### src/design/glr_pkg.sv
`default_nettype none
// ----------------------------------------------------------------------------
// glr_pkg
// Shared constants and types of the gradient line rasteriser.
// ----------------------------------------------------------------------------
package glr_pkg;

    localparam int COORD_BITS_DEF = 12;   // default coordinate width
    localparam int COLOR_BITS     = 32;   // packed RGBA
    localparam int CHAN_BITS      = 8;    // one colour channel
    localparam int NUM_CHANS      = COLOR_BITS / CHAN_BITS;
    localparam int CHAN_IDX_BITS  = $clog2(NUM_CHANS);
    localparam int QBIT_BITS      = $clog2(CHAN_BITS);

    // command codes (slave tuser)
    localparam logic CMD_START = 1'b0;
    localparam logic CMD_STEP  = 1'b1;

    // sequencer to line walker
    typedef struct packed {
        logic load;      // latch new endpoints
        logic advance;   // emit current pixel, move cursor
    } walk_ctrl_t;

endpackage : glr_pkg
`default_nettype wire

### src/design/glr_blend_unit.sv
`default_nettype none
// ----------------------------------------------------------------------------
// glr_blend_unit
// Shared multiply / restoring-divide unit: c = a + (b-a)*num/den per channel,
// one channel after another, one quotient bit per cycle.
// ----------------------------------------------------------------------------
module glr_blend_unit #(
    parameter int COORD_BITS = glr_pkg::COORD_BITS_DEF
) (
    input  logic                           clk,
    input  logic                           rst_n,
    input  logic                           start,
    input  logic [glr_pkg::COLOR_BITS-1:0] color_from,
    input  logic [glr_pkg::COLOR_BITS-1:0] color_to,
    input  logic [COORD_BITS-1:0]          num,
    input  logic [COORD_BITS-1:0]          den,
    output logic                           done,
    output logic [glr_pkg::COLOR_BITS-1:0] color
);
    import glr_pkg::*;

    localparam int PW = COORD_BITS + CHAN_BITS;   // product / remainder width

    typedef enum logic [2:0] {
        P_IDLE = 3'b001,
        P_MUL  = 3'b010,
        P_DIV  = 3'b100
    } phase_t;

    phase_t                      phase_reg, phase_next;
    logic [CHAN_IDX_BITS-1:0]    chan_reg;
    logic [QBIT_BITS-1:0]        bit_reg;
    logic [PW-1:0]               rem_reg;
    logic [CHAN_BITS-1:0]        quo_reg;
    logic                        neg_reg;
    logic [COLOR_BITS-1:0]       color_reg;
    logic                        done_reg;

    logic [CHAN_IDX_BITS+QBIT_BITS-1:0] chan_base;
    logic [CHAN_BITS-1:0]        chan_a;
    logic [CHAN_BITS-1:0]        chan_b;
    logic                        chan_neg;
    logic [CHAN_BITS-1:0]        chan_mag;
    logic [PW-1:0]               den_shift;
    logic                        fits;
    logic [CHAN_BITS-1:0]        quo_final;
    logic [CHAN_BITS-1:0]        chan_res;
    logic                        last_bit;
    logic                        last_chan;

    always_comb
    begin
        chan_base = {chan_reg, {QBIT_BITS{1'b0}}};
        chan_a    = color_from[chan_base +: CHAN_BITS];
        chan_b    = color_to[chan_base +: CHAN_BITS];
        chan_neg  = chan_b < chan_a;
        chan_mag  = chan_neg ? (chan_a - chan_b) : (chan_b - chan_a);
        den_shift = PW'(den) << bit_reg;
        fits      = rem_reg >= den_shift;
        quo_final = fits ? (quo_reg | (CHAN_BITS'(1) << bit_reg)) : quo_reg;
        // zero span only for a single-point line: keep the start colour
        if (den == '0)
        begin
            chan_res = chan_a;
        end
        else if (neg_reg)
        begin
            chan_res = chan_a - quo_final;
        end
        else
        begin
            chan_res = chan_a + quo_final;
        end
        last_bit  = bit_reg == '0;
        last_chan = chan_reg == CHAN_IDX_BITS'(NUM_CHANS - 1);
    end

    always_comb
    begin
        phase_next = phase_reg;
        case (phase_reg)
            P_IDLE:
            begin
                if (start)
                begin
                    phase_next = P_MUL;
                end
            end
            P_MUL:
            begin
                phase_next = P_DIV;
            end
            P_DIV:
            begin
                if (last_bit)
                begin
                    phase_next = last_chan ? P_IDLE : P_MUL;
                end
            end
            default:
            begin
                phase_next = P_IDLE;
            end
        endcase
    end

    always_ff @(posedge clk or negedge rst_n)
    begin
        if (!rst_n)
        begin
            phase_reg <= P_IDLE;
            chan_reg  <= '0;
            done_reg  <= 1'b0;
        end
        else
        begin
            phase_reg <= phase_next;
            done_reg  <= (phase_reg == P_DIV) && last_bit && last_chan;
            if (phase_reg == P_IDLE && start)
            begin
                chan_reg <= '0;
            end
            else if (phase_reg == P_DIV && last_bit)
            begin
                chan_reg <= chan_reg + CHAN_IDX_BITS'(1);
            end
        end
    end

    // datapath
    always_ff @(posedge clk)
    begin
        case (phase_reg)
            P_MUL:
            begin
                rem_reg <= PW'(chan_mag) * PW'(num);
                neg_reg <= chan_neg;
                quo_reg <= '0;
                bit_reg <= QBIT_BITS'(CHAN_BITS - 1);
            end
            P_DIV:
            begin
                if (fits)
                begin
                    rem_reg <= rem_reg - den_shift;
                end
                quo_reg <= quo_final;
                bit_reg <= bit_reg - QBIT_BITS'(1);
                if (last_bit)
                begin
                    color_reg[chan_base +: CHAN_BITS] <= chan_res;
                end
            end
            default:
            begin
            end
        endcase
    end

    assign done  = done_reg;
    assign color = color_reg;

endmodule : glr_blend_unit
`default_nettype wire

### src/design/glr_line_walker.sv
`default_nettype none
// ----------------------------------------------------------------------------
// glr_line_walker
// All-octant Bresenham stepper; latches the pixel and its gradient
// progress (num over den) on every advance.
// ----------------------------------------------------------------------------
module glr_line_walker #(
    parameter int COORD_BITS = glr_pkg::COORD_BITS_DEF
) (
    input  logic                          clk,
    input  logic                          rst_n,
    input  glr_pkg::walk_ctrl_t           ctrl,
    input  logic signed [COORD_BITS-1:0]  start_x,
    input  logic signed [COORD_BITS-1:0]  start_y,
    input  logic signed [COORD_BITS-1:0]  end_x,
    input  logic signed [COORD_BITS-1:0]  end_y,
    output logic                          active,
    output logic [COORD_BITS-1:0]         pixel_x,
    output logic [COORD_BITS-1:0]         pixel_y,
    output logic                          last,
    output logic [COORD_BITS-1:0]         num,
    output logic [COORD_BITS-1:0]         den
);
    import glr_pkg::*;

    localparam int CB = COORD_BITS;
    localparam int EW = CB + 3;          // error term width

    logic                 active_reg;
    logic signed [CB-1:0] cursor_x_reg, cursor_y_reg;
    logic signed [CB-1:0] origin_x_reg, origin_y_reg;
    logic signed [CB-1:0] target_x_reg, target_y_reg;
    logic [CB-1:0]        span_x_reg, span_y_reg;
    logic                 step_x_neg_reg, step_y_neg_reg;
    logic signed [EW-1:0] error_reg;
    logic [CB-1:0]        pixel_x_reg, pixel_y_reg;
    logic                 last_reg;
    logic [CB-1:0]        num_reg, den_reg;

    logic signed [CB:0]   ld_dx, ld_dy;
    logic [CB-1:0]        ld_span_x, ld_span_y;
    logic signed [CB:0]   prog_x, prog_y;
    logic [CB-1:0]        prog_abs_x, prog_abs_y;
    logic signed [EW-1:0] sx_e, sy_e;
    logic signed [EW:0]   sx_w, nsy_w;
    logic signed [EW:0]   e2, e2a;
    logic                 x_move, x_hit, done_x;
    logic                 y_move, y_hit, done_y;
    logic signed [EW-1:0] err_a, err_b;

    always_comb
    begin
        // load: spans and initial error
        ld_dx     = $signed({end_x[CB-1], end_x}) - $signed({start_x[CB-1], start_x});
        ld_dy     = $signed({end_y[CB-1], end_y}) - $signed({start_y[CB-1], start_y});
        ld_span_x = ld_dx[CB] ? CB'(-ld_dx) : ld_dx[CB-1:0];
        ld_span_y = ld_dy[CB] ? CB'(-ld_dy) : ld_dy[CB-1:0];

        // gradient progress of the current pixel
        prog_x     = $signed({cursor_x_reg[CB-1], cursor_x_reg})
                   - $signed({origin_x_reg[CB-1], origin_x_reg});
        prog_y     = $signed({cursor_y_reg[CB-1], cursor_y_reg})
                   - $signed({origin_y_reg[CB-1], origin_y_reg});
        prog_abs_x = prog_x[CB] ? CB'(-prog_x) : prog_x[CB-1:0];
        prog_abs_y = prog_y[CB] ? CB'(-prog_y) : prog_y[CB-1:0];

        // Bresenham step, x move then y move on the updated error
        sx_e   = $signed({{(EW-CB){1'b0}}, span_x_reg});
        sy_e   = $signed({{(EW-CB){1'b0}}, span_y_reg});
        sx_w   = $signed({{(EW+1-CB){1'b0}}, span_x_reg});
        nsy_w  = -$signed({{(EW+1-CB){1'b0}}, span_y_reg});
        e2     = $signed({error_reg, 1'b0});
        x_move = e2 >= nsy_w;
        x_hit  = cursor_x_reg == target_x_reg;
        done_x = x_move && x_hit;
        err_a  = (x_move && !x_hit) ? (error_reg - sy_e) : error_reg;
        e2a    = $signed({err_a, 1'b0});
        y_move = !done_x && (e2a <= sx_w);
        y_hit  = cursor_y_reg == target_y_reg;
        done_y = y_move && y_hit;
        err_b  = (y_move && !y_hit) ? (err_a + sx_e) : err_a;
    end

    always_ff @(posedge clk or negedge rst_n)
    begin
        if (!rst_n)
        begin
            active_reg <= 1'b0;
        end
        else if (ctrl.load)
        begin
            active_reg <= 1'b1;
        end
        else if (ctrl.advance && (done_x || done_y))
        begin
            active_reg <= 1'b0;
        end
    end

    always_ff @(posedge clk)
    begin
        if (ctrl.load)
        begin
            origin_x_reg   <= start_x;
            origin_y_reg   <= start_y;
            target_x_reg   <= end_x;
            target_y_reg   <= end_y;
            cursor_x_reg   <= start_x;
            cursor_y_reg   <= start_y;
            span_x_reg     <= ld_span_x;
            span_y_reg     <= ld_span_y;
            step_x_neg_reg <= !(start_x < end_x);
            step_y_neg_reg <= !(start_y < end_y);
            error_reg      <= $signed({{(EW-CB){1'b0}}, ld_span_x})
                            - $signed({{(EW-CB){1'b0}}, ld_span_y});
        end
        else if (ctrl.advance)
        begin
            pixel_x_reg <= cursor_x_reg;
            pixel_y_reg <= cursor_y_reg;
            last_reg    <= done_x || done_y;
            if (span_x_reg != '0)
            begin
                num_reg <= prog_abs_x;
                den_reg <= span_x_reg;
            end
            else
            begin
                num_reg <= prog_abs_y;
                den_reg <= span_y_reg;
            end
            error_reg <= err_b;
            if (x_move && !x_hit)
            begin
                cursor_x_reg <= step_x_neg_reg ? cursor_x_reg - CB'(1)
                                               : cursor_x_reg + CB'(1);
            end
            if (y_move && !y_hit)
            begin
                cursor_y_reg <= step_y_neg_reg ? cursor_y_reg - CB'(1)
                                               : cursor_y_reg + CB'(1);
            end
        end
    end

    assign active  = active_reg;
    assign pixel_x = pixel_x_reg;
    assign pixel_y = pixel_y_reg;
    assign last    = last_reg;
    assign num     = num_reg;
    assign den     = den_reg;

endmodule : glr_line_walker
`default_nettype wire

### src/design/gradient_line_rasterizer_top.sv
`default_nettype none
// ----------------------------------------------------------------------------
// gradient_line_rasterizer_top
// Bresenham line rasteriser with a linear per-pixel RGBA gradient.
// ----------------------------------------------------------------------------
// A start item (tuser = 0) loads both endpoints and colours and is taken with
// no result; s_tready stays high. A step item (tuser = 1) while a line is
// active produces one pixel: its coordinates, its colour and tlast on the
// final pixel. A step with no active line is taken and dropped, and a start
// during a line simply abandons it. For each pixel the four colour channels go
// one after another through a single multiplier and restoring divider, a
// multiply and then eight quotient bits per channel; the completion flag is
// then registered and the output register loaded. s_tready is low while the
// pixel is worked on, and stays low for longer while the previous pixel is
// still held in the output register; the finished pixel sits in the output
// register while the next item is taken. Colour per channel is
// a + (b-a)*num/den, truncated towards zero, num/den being the x progress over
// the x span (y for vertical lines); a single-point line takes the start
// colour.
// ----------------------------------------------------------------------------
module gradient_line_rasterizer_top #(
    parameter int COORD_BITS = glr_pkg::COORD_BITS_DEF,
    localparam int S_DATA_BITS = ((4 * COORD_BITS + 2 * glr_pkg::COLOR_BITS + 7) / 8) * 8,
    localparam int M_DATA_BITS = ((2 * COORD_BITS + glr_pkg::COLOR_BITS + 7) / 8) * 8
) (
    input  logic                   clk,
    input  logic                   rst_n,
    input  logic                   s_tvalid,
    output logic                   s_tready,
    // start_x, start_y, end_x, end_y, start_color, end_color (lowest bits first)
    input  logic [S_DATA_BITS-1:0] s_tdata,
    // command
    input  logic                   s_tuser,
    output logic                   m_tvalid,
    input  logic                   m_tready,
    // pixel_x, pixel_y, pixel_color (lowest bits first), zero padded
    output logic [M_DATA_BITS-1:0] m_tdata,
    output logic                   m_tlast
);
    import glr_pkg::*;

    localparam int CB = COORD_BITS;

    // sequencer
    typedef enum logic [2:0] {
        S_IDLE  = 3'b001,   // ready for an item
        S_BLEND = 3'b010,   // blend unit working on the pixel colour
        S_OUT   = 3'b100    // waiting for the output register to free up
    } state_t;

    state_t                  state_reg, state_next;
    logic                    m_tvalid_reg;
    logic [M_DATA_BITS-1:0]  m_tdata_reg;
    logic                    m_tlast_reg;

    logic                    in_accept;
    walk_ctrl_t              walk_ctrl;
    logic                    walk_active;
    logic [CB-1:0]           pix_x, pix_y;
    logic                    pix_last;
    logic [CB-1:0]           grad_num, grad_den;
    logic                    blend_done;
    logic [COLOR_BITS-1:0]   blend_color;
    logic                    out_free;
    logic                    out_load;

    logic signed [CB-1:0]    f_start_x, f_start_y, f_end_x, f_end_y;
    logic [COLOR_BITS-1:0]   f_start_color, f_end_color;

    // unpack the input item
    assign f_start_x     = s_tdata[CB-1:0];
    assign f_start_y     = s_tdata[2*CB-1:CB];
    assign f_end_x       = s_tdata[3*CB-1:2*CB];
    assign f_end_y       = s_tdata[4*CB-1:3*CB];
    assign f_start_color = s_tdata[4*CB+COLOR_BITS-1:4*CB];
    assign f_end_color   = s_tdata[4*CB+2*COLOR_BITS-1:4*CB+COLOR_BITS];

    assign s_tready  = state_reg == S_IDLE;
    assign in_accept = s_tvalid && s_tready;

    assign walk_ctrl.load    = in_accept && (s_tuser == CMD_START);
    assign walk_ctrl.advance = in_accept && (s_tuser == CMD_STEP) && walk_active;

    // the output register is free once its item has gone or is going now
    assign out_free = !m_tvalid_reg || m_tready;
    assign out_load = (state_reg == S_OUT) && out_free;

    always_comb
    begin
        state_next = state_reg;
        case (state_reg)
            S_IDLE:
            begin
                if (walk_ctrl.advance)
                begin
                    state_next = S_BLEND;
                end
            end
            S_BLEND:
            begin
                if (blend_done)
                begin
                    state_next = S_OUT;
                end
            end
            S_OUT:
            begin
                if (out_free)
                begin
                    state_next = S_IDLE;
                end
            end
            default:
            begin
                state_next = S_IDLE;
            end
        endcase
    end

    always_ff @(posedge clk or negedge rst_n)
    begin
        if (!rst_n)
        begin
            state_reg    <= S_IDLE;
            m_tvalid_reg <= 1'b0;
        end
        else
        begin
            state_reg <= state_next;
            if (out_load)
            begin
                m_tvalid_reg <= 1'b1;
            end
            else if (m_tready)
            begin
                m_tvalid_reg <= 1'b0;
            end
        end
    end

    // output payload
    always_ff @(posedge clk)
    begin
        if (out_load)
        begin
            m_tdata_reg <= M_DATA_BITS'({blend_color, pix_y, pix_x});
            m_tlast_reg <= pix_last;
        end
    end

    assign m_tvalid = m_tvalid_reg;
    assign m_tdata  = m_tdata_reg;
    assign m_tlast  = m_tlast_reg;

    glr_line_walker #(
        .COORD_BITS (COORD_BITS)
    ) u_walker (
        .clk     (clk),
        .rst_n   (rst_n),
        .ctrl    (walk_ctrl),
        .start_x (f_start_x),
        .start_y (f_start_y),
        .end_x   (f_end_x),
        .end_y   (f_end_y),
        .active  (walk_active),
        .pixel_x (pix_x),
        .pixel_y (pix_y),
        .last    (pix_last),
        .num     (grad_num),
        .den     (grad_den)
    );

    // colours are latched alongside the endpoints; the unit reads them per pixel
    logic [COLOR_BITS-1:0] color_from_reg, color_to_reg;

    always_ff @(posedge clk)
    begin
        if (walk_ctrl.load)
        begin
            color_from_reg <= f_start_color;
            color_to_reg   <= f_end_color;
        end
    end

    glr_blend_unit #(
        .COORD_BITS (COORD_BITS)
    ) u_blend (
        .clk        (clk),
        .rst_n      (rst_n),
        .start      (walk_ctrl.advance),
        .color_from (color_from_reg),
        .color_to   (color_to_reg),
        .num        (grad_num),
        .den        (grad_den),
        .done       (blend_done),
        .color      (blend_color)
    );

endmodule : gradient_line_rasterizer_top
`default_nettype wire

### config.mk
export PLATFORM = sky130hd
export DESIGN_NAME = gradient_line_rasterizer_top
export DESIGN_NICKNAME = d
export VERILOG_FILES = /design/src/design/glr_pkg.sv /design/src/design/glr_blend_unit.sv /design/src/design/glr_line_walker.sv /design/src/design/gradient_line_rasterizer_top.sv
export SDC_FILE = /design/constraint.sdc
export NUM_CORES = 1
export LEC_CHECK = 0
export BUFFER_PORTS_ARGS = -buffer_cell sky130_fd_sc_hd__buf_4
export CORE_UTILIZATION = 40
export CTS_CLUSTER_DIAMETER = 150
export DETAILED_ROUTE_END_ITERATION = 12
export HOLD_SLACK_MARGIN = 0.1
export PLACE_DENSITY = 0.62
export SLEW_MARGIN = 10
export SYNTH_ARGS = -nofsm -noshare
export SYNTH_HDL_FRONTEND = slang
export SYNTH_SLANG_ARGS = --single-unit
### constraint.sdc
create_clock -name clk -period 9.95 [get_ports clk]
set_input_delay 0 -clock clk [delete_from_list [all_inputs] [get_ports clk]]
set_output_delay 0 -clock clk [all_outputs]
set_load 0.02 [all_outputs]
==> metrics.md, run 1 <==
| Metric | Value |
|---|---|
| Crit path required time | 10.26 ns |
| CTS sink cnt | roughly 360 |
| CP Launch Point | u_blend.chan_reg[1]$_DFFE_PN0P_ |
| Asr flop ratio synth | 0.03073 |
| Ys flop type | edfxtp_1 |
| Worst Clk Skew | about 0.057 ns |
| Pin count of the biggest net entering global routing | about 110 |
| IO Count | approximately 180 |
| Die H | 253.8 µm |
| Count of final hold-check violations | 0 |
| Clock transition at path regs | ~0.070 ns |
| Layout cells sized above 1 | 0.1160 |
| GP Congestion | 0.9272 |
| Post-CTS sizing | 0 |
| Mean Syn Cell Area | roughly 11 µm² |
| Met2 wire len | 33080 µm |
| Vias in the first global route | ~19k |
| Number of antenna violations at the first check in global routing | 9 |
| Rel. slew slack | 0.3039 |
| Reg2reg start | u_blend.chan_reg[1]$_DFFE_PN0P_ |
| Met3 WL | around 2800 µm |
| Final setup margin | around 1.3 ns |
| DIE WIDTH | about 250 µm |
| Clock Latency Late Sink | slightly below 0.6 ns |
| Hold/Removal Path Class | in2reg |
| Max Slew Vio Count | 0 |
| IO Port Bufs | between 150 and 200 |
| Root Driver | clkbuf_16 |
| Remaining global-route overflow | 0 |
| Worst vdd ir | ~550 µV |
| Via density | around 5.3 |
| Tot GR Track Use | 0.2044 |
| Startpoint class of the critical path | flip-flop |
| # DRC | 0 |
| Reg2reg path depth | 34 |
| Leakage | about 12 nW |
| Post-route setup TNS | 0 ns |
| Max FFs per register | 56 |
| Post-Syn Nets | 2815 |
| Slew @ Worst Pin | approximately 1.0 ns |
| CP Class | reg2reg |
| Worst setup EP type | flip-flop |
| Yosys reg bits | between 300 and 400 |
| RSZ-0062 raised after global routing | false |
| Synth cell types | 81 |
| Post-DRT Antenna Nets | 0 |
| Max layer used | met5 |
| Inserted Clock Buffers | 41 |
| Htree depth | 2 |
| Synth Warn # | 0 |
| WL per Instance | between 15 and 20 µm |
| Cts hold-fix bufs | 117 |
| Starting Density | 0.4078 |
| CTS tree | done |
| Crit-path slowest cell | dfrtp_1 |
| Total wire length | between 60000 and 70000 µm |
| Critical Path Max Stage Delay | 0.94 ns |
| Core Region | 0.06217 mm² |
| Tcrit/Tclk final | 0.8711 |
| Reg-to-Reg End | u_blend.rem_reg[19]$_DFFE_PP_ |
| CP Max Fanout | 22 |
| Nets | between 3k and 4k |
| Pre-CTS setup slack | 1.303 ns |
| Worst reg2reg setup slack | between 1 and 1.5 ns |
| CP arrival | around 9 ns |
| Die ar. | ~0.064 mm² |
| Vias | 19.03k |
| # rows | 91 |
| First-pass GRT wire length | 103100 µm |
| Post-synth EDFFs | 347 |
| Post-synthesis cell count | ~2.4k |
| PD cells | between 300 and 400 mW/mm² |
| Sequential fraction of the synthesis area | 0.4220 |
| Final Setup Violations | 0 |
| Hpwl dp | roughly 50000 µm |
| # Max-Cap Violations | 0 |
| Most used cell, CP | inv_1 |
| Clk buf depth | 3 |
| Tmin final | roughly 8.7 ns |
| First drt pass iteration count | 5 |
| Area Growth Syn to Fin | 19.10% |
| Post CTS Setup Buffer Count | 0 |
| Fmax | between 0.1 and 0.15 GHz |
| M1 wire length | around 28000 µm |
| Status | finished clean |
| Mapped Area | approximately 0.025 mm² |
| 1st-iter DRT viols | 1165 |
| Worst Setup EP | u_blend.rem_reg[19]$_DFFE_PP_ |
[placed cells by master, fill, tap and decap left out, drive strengths merged, types with 9 or more instances in the layout]
cell / n
a211oi: 21
a21boi: 20
a21o: 37
a21oi: 146
a31oi: 23
and2: 64
and3: 14
buf: 194
clkbuf: 53
clkinv: 14
dfrtp: 9
dlygate4sd3: 117
edfxtp: 347
fa: 73
ha: 229
inv: 250
mux2: 13
mux2i: 39
mux4: 19
nand2: 140
nand2b: 22
nand3: 25
nand4: 24
nor2: 201
nor2b: 56
nor3: 49
nor4: 21
o211ai: 11
o21a: 28
o21ai: 119
o21bai: 12
o31ai: 28
or3: 20
xnor2: 132
xor2: 61
[synthesized netlist by cell type, types with 12 or more instances]
cell      instances  share of area
nor2b_1          56          0.014
mux4_2           19          0.017
o21bai_1         12         0.0036
nor4_1           20         0.0049
a31oi_1          23         0.0057
nor2_1          201          0.030
o21ai_0         114          0.023
mux2i_1          39          0.015
and2_1           64          0.016
or3_1            20         0.0049
a21o_1           37          0.011
a21boi_0         19         0.0056
nand2_1         140          0.021
and3_1           14         0.0035
xnor2_1         132          0.046
nand4_1          24         0.0059
o31ai_1          27         0.0080
a211oi_1         19         0.0056
ha_1            229           0.11
o21a_1           28         0.0083
clkbuf_1         44         0.0065
mux2_2           13         0.0058
nand3_1          25         0.0049
edfxtp_1        347           0.41
fa_1             73          0.058
nor3_1           47         0.0093
inv_1           247          0.037
a21oi_1         146          0.029
xor2_1           61          0.021
nand2b_1         22         0.0054
[worst min-delay path by stage]
stage | from | to | slack [ns] | cells after the start
final | s_tdata[60] | color_from_reg[12]$_DFFE_PP_ | 0.13 | 2
after global placement | rst_n | u_blend.chan_reg[0]$_DFFE_PN0P_ | -0.15 | 1
after floorplan | rst_n | m_tvalid$_DFFE_PN0P_ | -0.30 | 0
after global routing | s_tdata[60] | color_from_reg[12]$_DFFE_PP_ | 0.11 | 2
after detailed placement | rst_n | u_blend.chan_reg[0]$_DFFE_PN0P_ | -0.14 | 1
after CTS | s_tdata[52] | color_from_reg[4]$_DFFE_PP_ | 0.10 | 2
[where the power goes]
part / switching [W] / total (W) / internal (W)
sequential: 0.000139 / 0.00223 / 0.00209
clock: 0.000644 / 0.00152 / 0.000874
combinational: 0.00350 / 0.00627 / 0.00277
[through the flow]
stage	hold slack, ns	cells	util	power [W]	instance area, µm²
final	0.1301	3575	0.4857	0.01002	30200
after global placement	-0.1468	3378	0.4453	0.008331	27680
after floorplan	-0.2956	2396	-	0.007137	25350
after CTS	0.1045	3570	0.4855	0.01010	30180
after detailed placement	-0.1424	3378	0.4453	0.008505	27680
after global routing	0.1124	3575	0.4857	0.01104	30200
[layer usage]
metal	vias up	global-route usage
met5	-	0
met3	102	0.02899
met1	9313	0.2569
li1	9192	-
met4	8	0.06127
met2	417	0.3617
[cell type report]
type | count | area (µm²)
Multi-Input combinational cell | 1741 | 13550
Sequential cell | 358 | 10700
Timing Repair Buffer | 311 | 2628
Tap cell | 837 | 1047
Inverter | 248 | 935.9
Clock buffer | 53 | 1071
Antenna cell | 5 | 12.51
Fill cell | 5698 | 31970
Clock inverter | 22 | 257.7
[cell families after synthesis]
group	after synthesis	share of synthesized area
AOI/OAI and AO/OA	500	0.1261
xor gates and xnor gates	193	0.06667
and+or+nand+nor	675	0.1321
DFF	358	0.4220
muxes	71	0.03805
adders and majority gates	302	0.1707
buffers and inverters	297	0.04442
[critical path: cells and delay by family, from the launching register on]
| family | cells | cell delay (ns) |
|---|---|---|
| adders and majority gates | 7 | 2.94 |
| and+or+nand+nor | 3 | 0.81 |
| buffers and inverters | 8 | 0.63 |
| muxes | 3 | 0.93 |
| DFF | 1 | 0.94 |
| AOI/OAI and AO/OA | 11 | 1.88 |
| xor gates and xnor gates | 2 | 0.28 |
Power figures use the tool's default switching activity.
==> inputs of run 2 (changes only) <==
--- a/config.mk
+++ b/config.mk
@@ -5,6 +5,7 @@
 export SDC_FILE = /design/constraint.sdc
 export NUM_CORES = 1
 export LEC_CHECK = 0
+export ABC_AREA = 1
 export BUFFER_PORTS_ARGS = -buffer_cell sky130_fd_sc_hd__buf_4
 export CORE_UTILIZATION = 40
 export CTS_CLUSTER_DIAMETER = 150
==> run 2 against run 1 <==
  * Clock power up 6%
  * First-iteration DRC count down 4.0%
  * Critical endpoint is now u_blend.rem_reg[15]$_DFFE_PP_
  * Core utilization down 0.31 points
  * Flip-flop and latch count unchanged
  * Register-to-register slack better by 0.29 ns
  * Hold slack worse by 0.055 ns
  * Non-clock buffer count down 5
  * Sequential share of layout area down 0.29 points
  * Final area up 0.82%
==> metrics.md, run 2 <==
| Metric | Value |
|---|---|
| Nets | about 3.6k |
| GP Congestion | approximately 0.91 |
| Worst reg2reg setup slack | ~1.6 ns |
| CP arrival | about 8.7 ns |
| Leakage | ~13 nW |
| Area Growth Syn to Fin | 19.06% |
| Worst vdd ir | approximately 130 µV |
| Final Setup Violations | 0 |
| PD cells | roughly 120 mW/mm² |
| CTS tree | done |
| Count of final hold-check violations | 0 |
| Tmin final | 8.378 ns |
| Starting Density | 0.4054 |
| Final core utilization | 0.4826 |
| Root Driver | clkbuf_16 |
| Core Region | roughly 0.063 mm² |
| Yosys top cell by area | edfxtp_1 |
| Most used cell, CP | nand2_1 |
| # rows | between 90 and 100 |
| Hpwl dp | roughly 50000 µm |
| Via density | 5.016 |
| CP Class | reg2reg |
| Hold/Removal Path Class | in2reg |
| Clk buf depth | 3 |
| Critical Path Max Stage Delay | around 0.75 ns |
| Asr flop ratio synth | 0.03073 |
| Ranking of synthesized cells by area | edfxtp_1 41%, ha_1 11%, nand2_1 7.6%, inv_1 6.5%, fa_1 5.7% |
| First drt pass iteration count | 6 |
| Beginning of the worst hold path | s_tuser |
| Most common cell after layout, fill and taps aside | nand2_1 |
| Worst path bufs/invs | 6 |
| Synth cell types | slightly below 60 |
| Post-Syn Nets | ~3.3k |
| Clock Latency Late Sink | roughly 0.57 ns |
| Tcrit/Tclk final | 0.8420 |
| Max Slew Vio Count | 0 |
| Sequential fraction of the synthesis area | 0.4184 |
| Inserted Clock Buffers | 41 |
| CP Launch Point | u_blend.chan_reg[1]$_DFFE_PN0P_ |
| Post-synth EDFFs | around 350 |
| Reg2reg start | u_blend.chan_reg[1]$_DFFE_PN0P_ |
| Synth top area share | 0.4075 |
| Vias | between 20k and 25k |
| Mapped Area | ~0.026 mm² |
| Top cell family by delay on the critical path | adder cells |
| 1st-iter DRT viols | 1118 |
| # DRC | 0 |
| Clock transition at path regs | ~0.06 ns |
| Post CTS Setup Buffer Count | 0 |
| Post-route setup TNS | 0 ns |
| Worst Clk Skew | approximately 0.027 ns |
| Most frequent cells after synthesis | 518 x nand2_1, 444 x inv_1, 347 x edfxtp_1, 262 x nor2_1, 229 x ha_1 |
| Post-synthesis cell count | about 2.9k |
| Tot GR Track Use | 0.2056 |
| Remaining global-route overflow | 0 |
| Pin count of the biggest net entering global routing | between 150 and 200 |
| # Max-Cap Violations | 0 |
| Worst Setup EP | u_blend.rem_reg[15]$_DFFE_PP_ |
| Ys flop type | edfxtp_1 |
| Layout cells sized above 1 | 0.09475 |
| Die ar. | about 0.065 mm² |
| Yosys reg bits | 358 |
| Startpoint class of the critical path | flip-flop |
| CP Max Fanout | 23 |
| Critical path depth | 37 |
| Most frequent cells in the layout | 518 x nand2_1, 443 x inv_1, 347 x edfxtp_1 |
| Slew @ Worst Pin | 1.134 ns |
| Reg2reg path depth | 37 |
| Fmax | around 0.12 GHz |
| Die H | 254.8 µm |
| IO Port Bufs | roughly 180 |
| Crit path required time | 10.25 ns |
| WL per Instance | 16.15 µm |
| Synth Warn # | 0 |
| IO Count | 176 |
| CTS sink cnt | 358 |
| Post-DRT Antenna Nets | 0 |
| DIE WIDTH | approximately 250 µm |
| Vias in the first global route | about 20k |
| Total wire length | between 60000 and 70000 µm |
| Status | finished clean |
| Crit-path slowest cell | xor2_1 |
| RSZ-0062 raised after global routing | false |
| Reg-to-Reg End | u_blend.rem_reg[15]$_DFFE_PP_ |
| Mean Syn Cell Area | between 8 and 9 µm² |
| First-pass GRT wire length | approximately 100000 µm |
| Most instantiated library cell after synthesis | nand2_1 |
| Worst setup EP type | flip-flop |
| Number of antenna violations at the first check in global routing | 1 |
| Max FFs per register | 56 |
| Htree depth | 2 |
| Rel. slew slack | 0.2438 |
## run 2: cell families (layout without fill, tap and decap cells)
logic type                 Yosys count  in the layout  share of synthesized area
adders and majority gates          302            302                     0.1692
xor gates and xnor gates           154            154                    0.05304
and+or+nand+nor                   1023           1023                     0.1677
other                                0              1                          0
DFF                                358            358                     0.4184
AOI/OAI and AO/OA                  526            526                     0.1146
muxes                                4              4                   0.001566
buffers and inverters              502            831                    0.07545
## run 2: final cells by class
cell class	instances	area (µm²)
Fill cell	6061	32640
Multi-Input combinational cell	2009	12960
Sequential cell	358	10700
Timing Repair Buffer	306	2600
Inverter	451	1693
Tap cell	846	1059
Clock buffer	46	1045
Clock inverter	28	386.6
Antenna cell	1	2.502
## run 2: report_power, final
part           internal, W              switching [W]
Clock             0.000971                   0.000637
Sequential         0.00165  0.00000000000000000000895
Combinational     0.000186                   0.000268
## run 2: worst min-delay path, cell delays in order
cell	delay [ns]
buf_4	0.10
nor2_4	0.04
buf_12	0.22
## run 2: how the worst min path moves through the flow
stage | cells past startpoint | slack [ns] | to
finish | 3 | 0.08 | u_walker.span_x_reg[0]$_DFFE_PP_
global route | 2 | 0.12 | color_from_reg[1]$_DFFE_PP_
CTS | 2 | 0.12 | color_from_reg[9]$_DFFE_PP_
detailed placement | 1 | -0.12 | u_blend.phase_reg[2]$_DFFE_PN0P_
global placement | 1 | -0.12 | u_blend.phase_reg[2]$_DFFE_PN0P_
floorplan | 0 | -0.30 | m_tvalid$_DFFE_PN0P_
## run 2: timing repair
action,4_1_cts,5_1_grt
endpoints found under the setup margin,0,0
endpoints found under the hold margin,155,0
gates resized for setup,0,0
hold buffers,116,0
## run 2: per-stage QoR
step | cells | area (µm²) | total power (W) | hold slack, ns | worst slack [ns]
2_1_floorplan | 2869 | 25570 | 0.001959 | -0.2956 | 2.575
3_5_place_dp | 3854 | 27850 | 0.002097 | -0.1153 | 1.638
6_report | 4045 | 30440 | 0.003709 | 0.07501 | 1.572
4_1_cts | 4044 | 30440 | 0.003739 | 0.1185 | 1.596
5_1_grt | 4045 | 30440 | 0.003855 | 0.1221 | 0.8677
3_3_place_gp | 3854 | 27850 | 0.002094 | -0.1165 | 1.730
## run 2: routing by layer
metal / track usage / up-vias / part of all wire
met4: 0.07459 / 0 / 0.032
met2: 0.3583 / 404 / 0.49
met5: 0 / - / 0
met3: 0.02298 / 102 / 0.037
li1: - / 10240 / -
met1: 0.2623 / 9542 / 0.44
